<file path="src/hw/rtl/ntc_pkg.sv">
// ntc_pkg: shared types, constants and the natural log table for the ntc core
// no dependencies

package ntc_pkg;

	localparam int AVG_SAMPLES     = 16;
	localparam int DISCARD_SAMPLES = 2;
	localparam int SAMPLE_BITS     = 12;
	localparam int LN_TABLE_DEPTH  = 64;
	localparam int LN_IDX_W        = $clog2(LN_TABLE_DEPTH);
	localparam int CNT_W           = $clog2(DISCARD_SAMPLES + AVG_SAMPLES + 1);
	localparam int SUM_W           = SAMPLE_BITS + $clog2(AVG_SAMPLES) + 1;
	localparam int CFG_IDX_W       = 3;
	localparam int TEMP_W          = 16;

	localparam logic [31:0] LN2_Q32 = 32'd2977044472;
	localparam logic [15:0] LN2_Q16 = 16'd45426;
	localparam int KELVIN_CENTI     = 27315;
	localparam int FAULT_TEMP_CENTI = -10000;
	localparam int TEMP_MAX_CENTI   = 32767;

	typedef enum logic [CFG_IDX_W-1:0] {
		REG_FULL_SCALE = 3'd0,
		REG_SERIES_RES = 3'd1,
		REG_NOMINAL_RES = 3'd2,
		REG_BETA       = 3'd3,
		REG_NOMINAL_T  = 3'd4,
		REG_FAULT_THR  = 3'd5
	} reg_idx_t;

	typedef enum logic [3:0] {
		ST_IDLE,
		ST_LN_NUM,
		ST_LN_DEN,
		ST_L16,
		ST_MUL_D,
		ST_CHECK,
		ST_DIV,
		ST_FINISH,
		ST_OUT
	} state_t;

	// controller to datapath
	typedef struct packed {
		logic load;      // capture sum and start evaluation
		logic ln_start;  // start log of operand
		logic ln_sel;    // 0 numerator, 1 denominator
		logic mk_l16;
		logic mk_d;
		logic div_start;
		logic finish;
	} dp_cmd_t;

	// datapath to controller
	typedef struct packed {
		logic ln_done;
		logic div_done;
		logic early;     // result already known (fault or special case)
		logic d_bad;     // D <= 0
	} dp_sts_t;

	// ln(1 + i/depth) in Q16 for every entry, from 2*atanh(i / (2*depth + i))
	function automatic logic [LN_TABLE_DEPTH*16-1:0] ln_table_build();
		logic [LN_TABLE_DEPTH*16-1:0] t;
		logic [63:0] z, z2, term, acc, r;
		t = '0;
		for (int i = 0; i < LN_TABLE_DEPTH; i++) begin
			z = (64'(i) << 32) / 64'(2 * LN_TABLE_DEPTH + i);
			z2 = (z * z) >> 32;
			term = z;
			acc = '0;
			for (int j = 1; j < 60 && term != 64'd0; j += 2) begin
				acc = acc + term / 64'(j);
				term = (term * z2) >> 32;
			end
			r = (64'd2 * acc + 64'd32768) >> 16;
			t[i*16 +: 16] = (r > 64'd65535) ? 16'hFFFF : r[15:0];
		end
		return t;
	endfunction

	localparam logic [LN_TABLE_DEPTH*16-1:0] LN_TABLE = ln_table_build();

	// ln(1 + i/64) in Q16
	function automatic logic [15:0] ln_rom(input logic [LN_IDX_W-1:0] i);
		return LN_TABLE[32'(i)*16 +: 16];
	endfunction

endpackage

</file>
<file path="src/hw/rtl/ntc_ctrl.sv">
// ntc_ctrl: sequencer for the evaluation after the last averaged sample
// depends on ntc_pkg

module ntc_ctrl (
	input  logic                clk,
	input  logic                arst_n,
	input  logic                go,
	input  logic                out_taken,
	input  ntc_pkg::dp_sts_t    sts,
	output ntc_pkg::dp_cmd_t    cmd,
	output logic                busy,
	output logic                out_valid
);

	ntc_pkg::state_t state_q, state_d;

	always_ff @(posedge clk or negedge arst_n) begin
		if (!arst_n) begin
			state_q <= ntc_pkg::ST_IDLE;
		end else begin
			state_q <= state_d;
		end
	end

	always_comb begin
		state_d = state_q;
		cmd = '0;
		busy = (state_q != ntc_pkg::ST_IDLE);
		out_valid = 1'b0;
		case (state_q)
			ntc_pkg::ST_IDLE: begin
				if (go) begin
					cmd.load = 1'b1;
					state_d = ntc_pkg::ST_CHECK;
				end
			end
			ntc_pkg::ST_CHECK: begin
				if (sts.early) begin
					state_d = ntc_pkg::ST_OUT;
				end else begin
					cmd.ln_start = 1'b1;
					state_d = ntc_pkg::ST_LN_NUM;
				end
			end
			ntc_pkg::ST_LN_NUM: begin
				if (sts.ln_done) begin
					cmd.ln_start = 1'b1;
					cmd.ln_sel = 1'b1;
					state_d = ntc_pkg::ST_LN_DEN;
				end
			end
			ntc_pkg::ST_LN_DEN: begin
				cmd.ln_sel = 1'b1;
				if (sts.ln_done) begin
					state_d = ntc_pkg::ST_L16;
				end
			end
			ntc_pkg::ST_L16: begin
				cmd.mk_l16 = 1'b1;
				state_d = ntc_pkg::ST_MUL_D;
			end
			ntc_pkg::ST_MUL_D: begin
				cmd.mk_d = 1'b1;
				state_d = ntc_pkg::ST_DIV;
			end
			ntc_pkg::ST_DIV: begin
				if (sts.d_bad) begin
					cmd.finish = 1'b1;
					state_d = ntc_pkg::ST_OUT;
				end else begin
					cmd.div_start = 1'b1;
					state_d = ntc_pkg::ST_FINISH;
				end
			end
			ntc_pkg::ST_FINISH: begin
				if (sts.div_done) begin
					cmd.finish = 1'b1;
					state_d = ntc_pkg::ST_OUT;
				end
			end
			ntc_pkg::ST_OUT: begin
				out_valid = 1'b1;
				if (out_taken) begin
					state_d = ntc_pkg::ST_IDLE;
				end
			end
			default: state_d = ntc_pkg::ST_IDLE;
		endcase
	end

endmodule

</file>
<file path="config.mk">
export PLATFORM = sky130hd
export DESIGN_NAME = ntc_ctrl
export DESIGN_NICKNAME = d
export VERILOG_FILES = /design/src/hw/rtl/ntc_pkg.sv /design/src/hw/rtl/ntc_ctrl.sv
export SDC_FILE = /design/constraint.sdc
export NUM_CORES = 1
export LEC_CHECK = 0
export ABC_AREA = 1
export CAP_MARGIN = 40
export CELL_PAD_IN_SITES_DETAIL_PLACEMENT = 0
export CELL_PAD_IN_SITES_GLOBAL_PLACEMENT = 1
export CORE_AREA = 2 2 39 41
export DETAILED_ROUTE_END_ITERATION = 8
export DIE_AREA = 0 0 41 43
export DONT_BUFFER_PORTS = 1
export PLACE_DENSITY = 0.73
export SLEW_MARGIN = 10
export SYNTH_ARGS = -nofsm -noshare
export SYNTH_HDL_FRONTEND = slang
export SYNTH_SLANG_ARGS = --single-unit
</file>
<file path="constraint.sdc">
create_clock -name clk -period 2.2 [get_ports clk]
set_input_delay 0.44 -clock clk [delete_from_list [all_inputs] [get_ports clk]]
set_output_delay 0.44 -clock clk [all_outputs]
set_load 0.05 [all_outputs]
</file>
==> results.sh, run 1 <==
export IMPL_outcome="finished clean"
export IMPL_drt_total_wl_um=956
export IMPL_hold_path_end="state_q[3]$_DFFE_PN0P_"
export IMPL_rr_worst_depth=6
export IMPL_wl_per_cell_um=10.4
export IMPL_fin_skew_ps=4.71
export IMPL_ys_seq_elements=4
export IMPL_largest_reg_flops=4
export IMPL_drt_first_pass_iters=4
export IMPL_clkSlewWorstSetupHoldPaths_ps=40
export IMPL_largest_register="state_q"
export IMPL_design_die_area_um2=1760
export IMPL_period_needed_ps=1970
export IMPL_cts_tree="built"
export IMPL_die_x_um=41
export IMPL_holdPathStages=3
export IMPL_gp_congestion=0.791
export IMPL_fmax_mhz=508
export IMPL_setup_viol=0
export IMPL_multi_input_area_um2=269
export IMPL_crit_buf_inv=1
export IMPL_post_cts_setup_buffers=0
export IMPL_via_count=432
export IMPL_cpPeakStageDelay_ps=480
export IMPL_grt_total_usage=0.137
export IMPL_synthCells=68
export IMPL_max_cap_viol_count=0
export IMPL_crit_fanout=7
export IMPL_tightest_slew_ps=465
export IMPL_dpl_worst_slack_ps=462
export IMPL_worstSetupEndpointType="output pin"
export IMPL_start_kind="flop"
export IMPL_final_setup_tns_ps=0
export IMPL_synth_edf_count=0
export IMPL_insertion_delay_ps=230
export IMPL_nets=86
export IMPL_cts_inserted_buffers=3
export IMPL_initial_utilization=0.302
export IMPL_num_rows=14
export IMPL_drive_gt1_frac=0.316
export IMPL_slew_violations=0
export IMPL_core_um2=1380
export IMPL_p_leak_nw=0.305
export IMPL_n_fill_cell=157
export IMPL_htreeDepth=1
export IMPL_diodes=0
export IMPL_setup_worst_path_class="reg -> out"
export IMPL_first_global_vias=411
export IMPL_rsz0062_at_grt="false"
export IMPL_post_place_cells=88
export IMPL_grt_max_degree=11
export IMPL_ys_seq_area_frac=0.240
export IMPL_regToRegEndpoint="state_q[0]$_DFFE_PN0P_"
export IMPL_relSlewSlack=0.690
export IMPL_area_growth_pct=22.5
export IMPL_hold_viol=0
export IMPL_ys_flop_type="dfrtp_1"
export IMPL_synth_nets=76
export IMPL_crit_top_cell="nand2_1"
export IMPL_drtIter0Drc=12
export IMPL_cts_sinks=4
export IMPL_fin_ws_ps=231
export IMPL_hold_buffers=1
export IMPL_synth_area_per_cell_um2=6.15
export IMPL_antenna_found_initial=0
export IMPL_yosysUniqueCellTypes=17
export IMPL_fp_dieH_um=43
export IMPL_hp_class="in -> reg"
export IMPL_powerDensity_nw_per_um2=1890
export IMPL_r2r_slack_ps=780
export IMPL_hp_start="out_taken"
export IMPL_pin_count=17
export IMPL_required_ps=1760
export IMPL_slowest_stage="dfrtp_1"
export IMPL_place_hpwl_um=804
export IMPL_io_buffers=0
export IMPL_synth_area_um2=418
export IMPL_grt_pass1_wl_um=1660
export IMPL_r2r_start="state_q[1]$_DFFE_PN0P_"
export IMPL_clockBufferDepth=2
export IMPL_ys_warn_count=0
export IMPL_clockRootBuffer="clkbuf_4"
export IMPL_seq_area_um2=100
export IMPL_viasPerCell=4.70
export IMPL_stdcell_count=92
export IMPL_async_flop_share=1.00
export IMPL_fin_crit_sh=0.895
export IMPL_vdd_drop_max_mv=0.697
export IMPL_antenna_left=0
export IMPL_crit_chain="inv_2 > nor3_1 > nand2_1 > nand2_1"
export IMPL_overflow=0
export IMPL_cp_top_family="simple AND/OR/NAND/NOR gates"
export IMPL_arrival_ps=1530
export IMPL_top_regs="state_q (4)"
export IMPL_route_detailed_drc=0
export IMPL_cts_resized=0
power by group:
group	internal (mW)	switching, mW	total, mW
combinational	0.190	0.502	0.691
clock	0.0607	0.0258	0.0864
sequential	0.111	0.0778	0.189
worst max path at each step:
stage / endpoint / cells past startpoint / slack, ps / from
after floorplan: cmd[2] / 2 / -260 / state_q[1]$_DFFE_PN0P_
after global placement: cmd[4] / 5 / 500 / state_q[3]$_DFFE_PN0P_
after detailed placement: cmd[4] / 4 / 460 / state_q[0]$_DFFE_PN0P_
after CTS: cmd[4] / 4 / 210 / state_q[0]$_DFFE_PN0P_
after global routing: cmd[4] / 4 / 120 / state_q[0]$_DFFE_PN0P_
final: cmd[4] / 4 / 230 / state_q[0]$_DFFE_PN0P_
cells in the final DEF, fill, tap and decap left out:
cell type      Yosys  final
a21oi_1            1      1
buf_4              0      5
clkbuf_4           0      3
dfrtp_1            4      4
dlygate4sd3_1      0      1
inv_1             11     11
inv_2              3      3
nand2_1           17     17
nand2_2            4      4
nand3_1            9      9
nand3_2            1      1
nand4_1            1      1
nor2_1             4      3
nor2_2             3      4
nor2_4             2      2
nor3_1             1      1
nor4_2             0      2
o211ai_1           2      2
o21ai_0            2      2
final cells by class:
type                    count  share of cell area
multi-input cells          49               0.526
flip-flops and latches      4               0.196
inverters                  14               0.103
repair buffers              6              0.0929
clock buffers               3              0.0440
well taps                  16              0.0391
cells by family (layout without fill, tap and decap cells):
kind of cell    Yosys count  after routing  share of synthesized area
compound gates            5              5                     0.0718
flops                     4              4                      0.240
simple gates             44             44                      0.536
buf+inv                  15             23                      0.153
synth_stat cells (2+ instances only):
library cell / count / area (um2)
o21ai_0: 2 / 10.0
nor4_1: 2 / 12.5
nor2_4: 2 / 22.5
nor2_1: 4 / 15.0
nand2_1: 17 / 63.8
dfrtp_1: 4 / 100
inv_1: 11 / 41.3
nand2_2: 4 / 25.0
inv_2: 3 / 11.3
o211ai_1: 2 / 15.0
nand3_1: 9 / 45.0
nor2_2: 3 / 18.8
worst min-delay path, stage by stage:
cell and delay [ps]:
inv_1 20, nand3_1 100, nand2_1 70
stage by stage:
step | power (mW) | hold slack, ps | util | instance area, um2
detailed placement | 0.882 | 144 | 0.346 | 479
floorplan | 0.747 | 144 | - | 420
global placement | 0.887 | 144 | 0.346 | 479
global route | 1.06 | 465 | 0.370 | 512
CTS | 0.976 | 455 | 0.370 | 512
finish | 0.967 | 454 | 0.370 | 512
layer usage:
layer,GRT usage,routed length [um]
met1,0.183,407
met4,0.0800,0
met3,0.0157,44
met5,0,0
met2,0.203,504
Power figures use the tool's default switching activity.
==> run 2, diff against run 1 <==
--- a/config.mk
+++ b/config.mk
@@ -7,13 +7,11 @@
 export LEC_CHECK = 0
 export ABC_AREA = 1
 export CAP_MARGIN = 40
-export CELL_PAD_IN_SITES_DETAIL_PLACEMENT = 0
-export CELL_PAD_IN_SITES_GLOBAL_PLACEMENT = 1
-export CORE_AREA = 2 2 39 41
+export CORE_AREA = 3 3 40 42
 export DETAILED_ROUTE_END_ITERATION = 8
-export DIE_AREA = 0 0 41 43
+export DIE_AREA = 0 0 43 45
 export DONT_BUFFER_PORTS = 1
-export PLACE_DENSITY = 0.73
+export PLACE_DENSITY = 0.56
 export SLEW_MARGIN = 10
 export SYNTH_ARGS = -nofsm -noshare
 export SYNTH_HDL_FRONTEND = slang
==> run 2 against run 1 <==
Compared with the run above:
- register-to-register slack improved by 20 ps
- largest power group unchanged
- wire length fell by 1.4%
- worst hold slack got worse by 13 ps
- setup slack improved by 18 ps
- largest cell class unchanged
- count of clock-buffer cells in the layout did not move
- sequential power barely moved
- die area rose by 9.8%
==> results.sh, run 2 (synthesis gave the netlist of run 1 again) <==
export IMPL_rr_worst_depth=6
export IMPL_max_cap_viol_count=0
export IMPL_regToRegEndpoint="state_q[0]$_DFFE_PN0P_"
export IMPL_cts_inserted_buffers=3
export IMPL_grt_max_degree=11
export IMPL_crit_top_cell="nand2_1"
export IMPL_fin_ws_ps=249
export IMPL_initial_utilization=0.325
export IMPL_most_common_layout_cells="17 x nand2_1, 11 x inv_1, 9 x nand3_1"
export IMPL_fin_crit_sh=0.887
export IMPL_slew_violations=0
export IMPL_top_layer="met4"
export IMPL_hp_class="in -> reg"
export IMPL_start_kind="flop"
export IMPL_p_leak_nw=0.305
export IMPL_core_um2=1280
export IMPL_htreeDepth=1
export IMPL_period_needed_ps=1950
export IMPL_rsz0062_at_grt="false"
export IMPL_crit_fanout=7
export IMPL_wl_met3_um=42
export IMPL_largest_register="state_q"
export IMPL_clkSlewWorstSetupHoldPaths_ps=40
export IMPL_m1WireLength_um=429
export IMPL_route_detailed_drc=0
export IMPL_vdd_drop_max_mv=0.956
export IMPL_slowest_stage="dfrtp_1"
export IMPL_drt_first_pass_iters=4
export IMPL_num_rows=13
export IMPL_die_x_um=43
export IMPL_powerDensity_nw_per_um2=1890
export IMPL_r2r_start="state_q[1]$_DFFE_PN0P_"
export IMPL_antenna_left=0
export IMPL_insertion_delay_ps=230
export IMPL_setup_viol=0
export IMPL_outcome="finished clean"
export IMPL_clockRootBuffer="clkbuf_4"
export IMPL_arrival_ps=1510
export IMPL_wl_met2_um=457
export IMPL_cp_top_family="simple AND/OR/NAND/NOR gates"
export IMPL_fp_dieH_um=45
export IMPL_io_buffers=0
export IMPL_drtIter0Drc=5
export IMPL_drive_gt1_frac=0.316
export IMPL_relSlewSlack=0.695
export IMPL_cts_resized=0
export IMPL_stdcell_count=91
export IMPL_hold_viol=0
export IMPL_gp_congestion=0.838
export IMPL_worstSetupEndpointType="output pin"
export IMPL_grt_total_usage=0.120
export IMPL_nets=86
export IMPL_fmax_mhz=513
export IMPL_place_hpwl_um=808
export IMPL_wl_per_cell_um=10.4
export IMPL_post_place_cells=87
export IMPL_crit_chain="inv_2 > nor3_1 > nand2_1 > nand2_1"
export IMPL_fin_skew_ps=0.163
export IMPL_antenna_found_initial=0
export IMPL_area_growth_pct=22.2
export IMPL_holdPathStages=3
export IMPL_cts_sinks=4
export IMPL_drt_total_wl_um=943
export IMPL_pin_count=17
export IMPL_largest_reg_flops=4
export IMPL_grt_pass1_wl_um=1790
export IMPL_cpPeakStageDelay_ps=480
export IMPL_layout_cells_most_common="nand2_1"
export IMPL_clockBufferDepth=2
export IMPL_tightest_slew_ps=456
export IMPL_dpl_worst_slack_ps=492
export IMPL_cts_tree="built"
export IMPL_top_regs="state_q (4)"
export IMPL_via_count=448
export IMPL_required_ps=1760
export IMPL_diodes=0
export IMPL_setup_worst_path_class="reg -> out"
export IMPL_viasPerCell=4.92
export IMPL_r2r_slack_ps=800
export IMPL_hp_start="out_taken"
export IMPL_first_global_vias=450
export IMPL_hold_path_end="state_q[3]$_DFFE_PN0P_"
export IMPL_overflow=0
export IMPL_design_die_area_um2=1940
export IMPL_crit_buf_inv=1
[run 2: worst min-delay path: cells and delay by family]
kind	cells	cell delay, ps
buf+inv	1	20
simple gates	2	170
[run 2: area by class of cell]
cell class	instances	area (um2)
sequential	4	100
tap	15	18.8
fill	144	774
clock buffer	3	22.5
timing repair buffer	6	47.5
inverter	14	52.6
multi-input combinational	49	269
[run 2: stage by stage]
stage | setup TNS [ps] | util | total power [mW] | hold WS, ps | area [um2]
after floorplan | -520 | - | 0.747 | 144 | 420
after global placement | 0 | 0.372 | 0.883 | 145 | 478
after detailed placement | 0 | 0.372 | 0.878 | 145 | 478
after CTS | 0 | 0.397 | 0.973 | 446 | 510
after global routing | 0 | 0.397 | 1.06 | 465 | 510
final | 0 | 0.397 | 0.967 | 441 | 510
[run 2: timing repair]
item | 4_1_cts | 5_1_grt
endpoints found under the hold margin | 4 | 0
endpoints found under the setup margin | 0 | 0
hold buffers | 1 | 0
setup buffers | 0 | 0
[run 2: where the power goes]
| part | switching [mW] | internal [mW] |
|---|---|---|
| Sequential | 0.0761 | 0.111 |
| Clock | 0.0291 | 0.0609 |
| Combinational | 0.500 | 0.190 |
[run 2: worst max-delay path by stage]
stage / from / to / slack, ps / cells after the start
after floorplan: state_q[1]$_DFFE_PN0P_ / cmd[2] / -260 / 2
after global placement: state_q[3]$_DFFE_PN0P_ / cmd[4] / 500 / 5
after detailed placement: state_q[3]$_DFFE_PN0P_ / cmd[5] / 490 / 5
after CTS: state_q[3]$_DFFE_PN0P_ / cmd[5] / 240 / 5
after global routing: state_q[3]$_DFFE_PN0P_ / cmd[5] / 120 / 5
final: state_q[0]$_DFFE_PN0P_ / cmd[4] / 250 / 4
[run 2: layer usage]
metal / vias up / track usage
li1: 234 / -
met1: 199 / 0.146
met2: 13 / 0.201
met3: 2 / 0.0199
met4: 0 / 0.0723
met5: - / 0
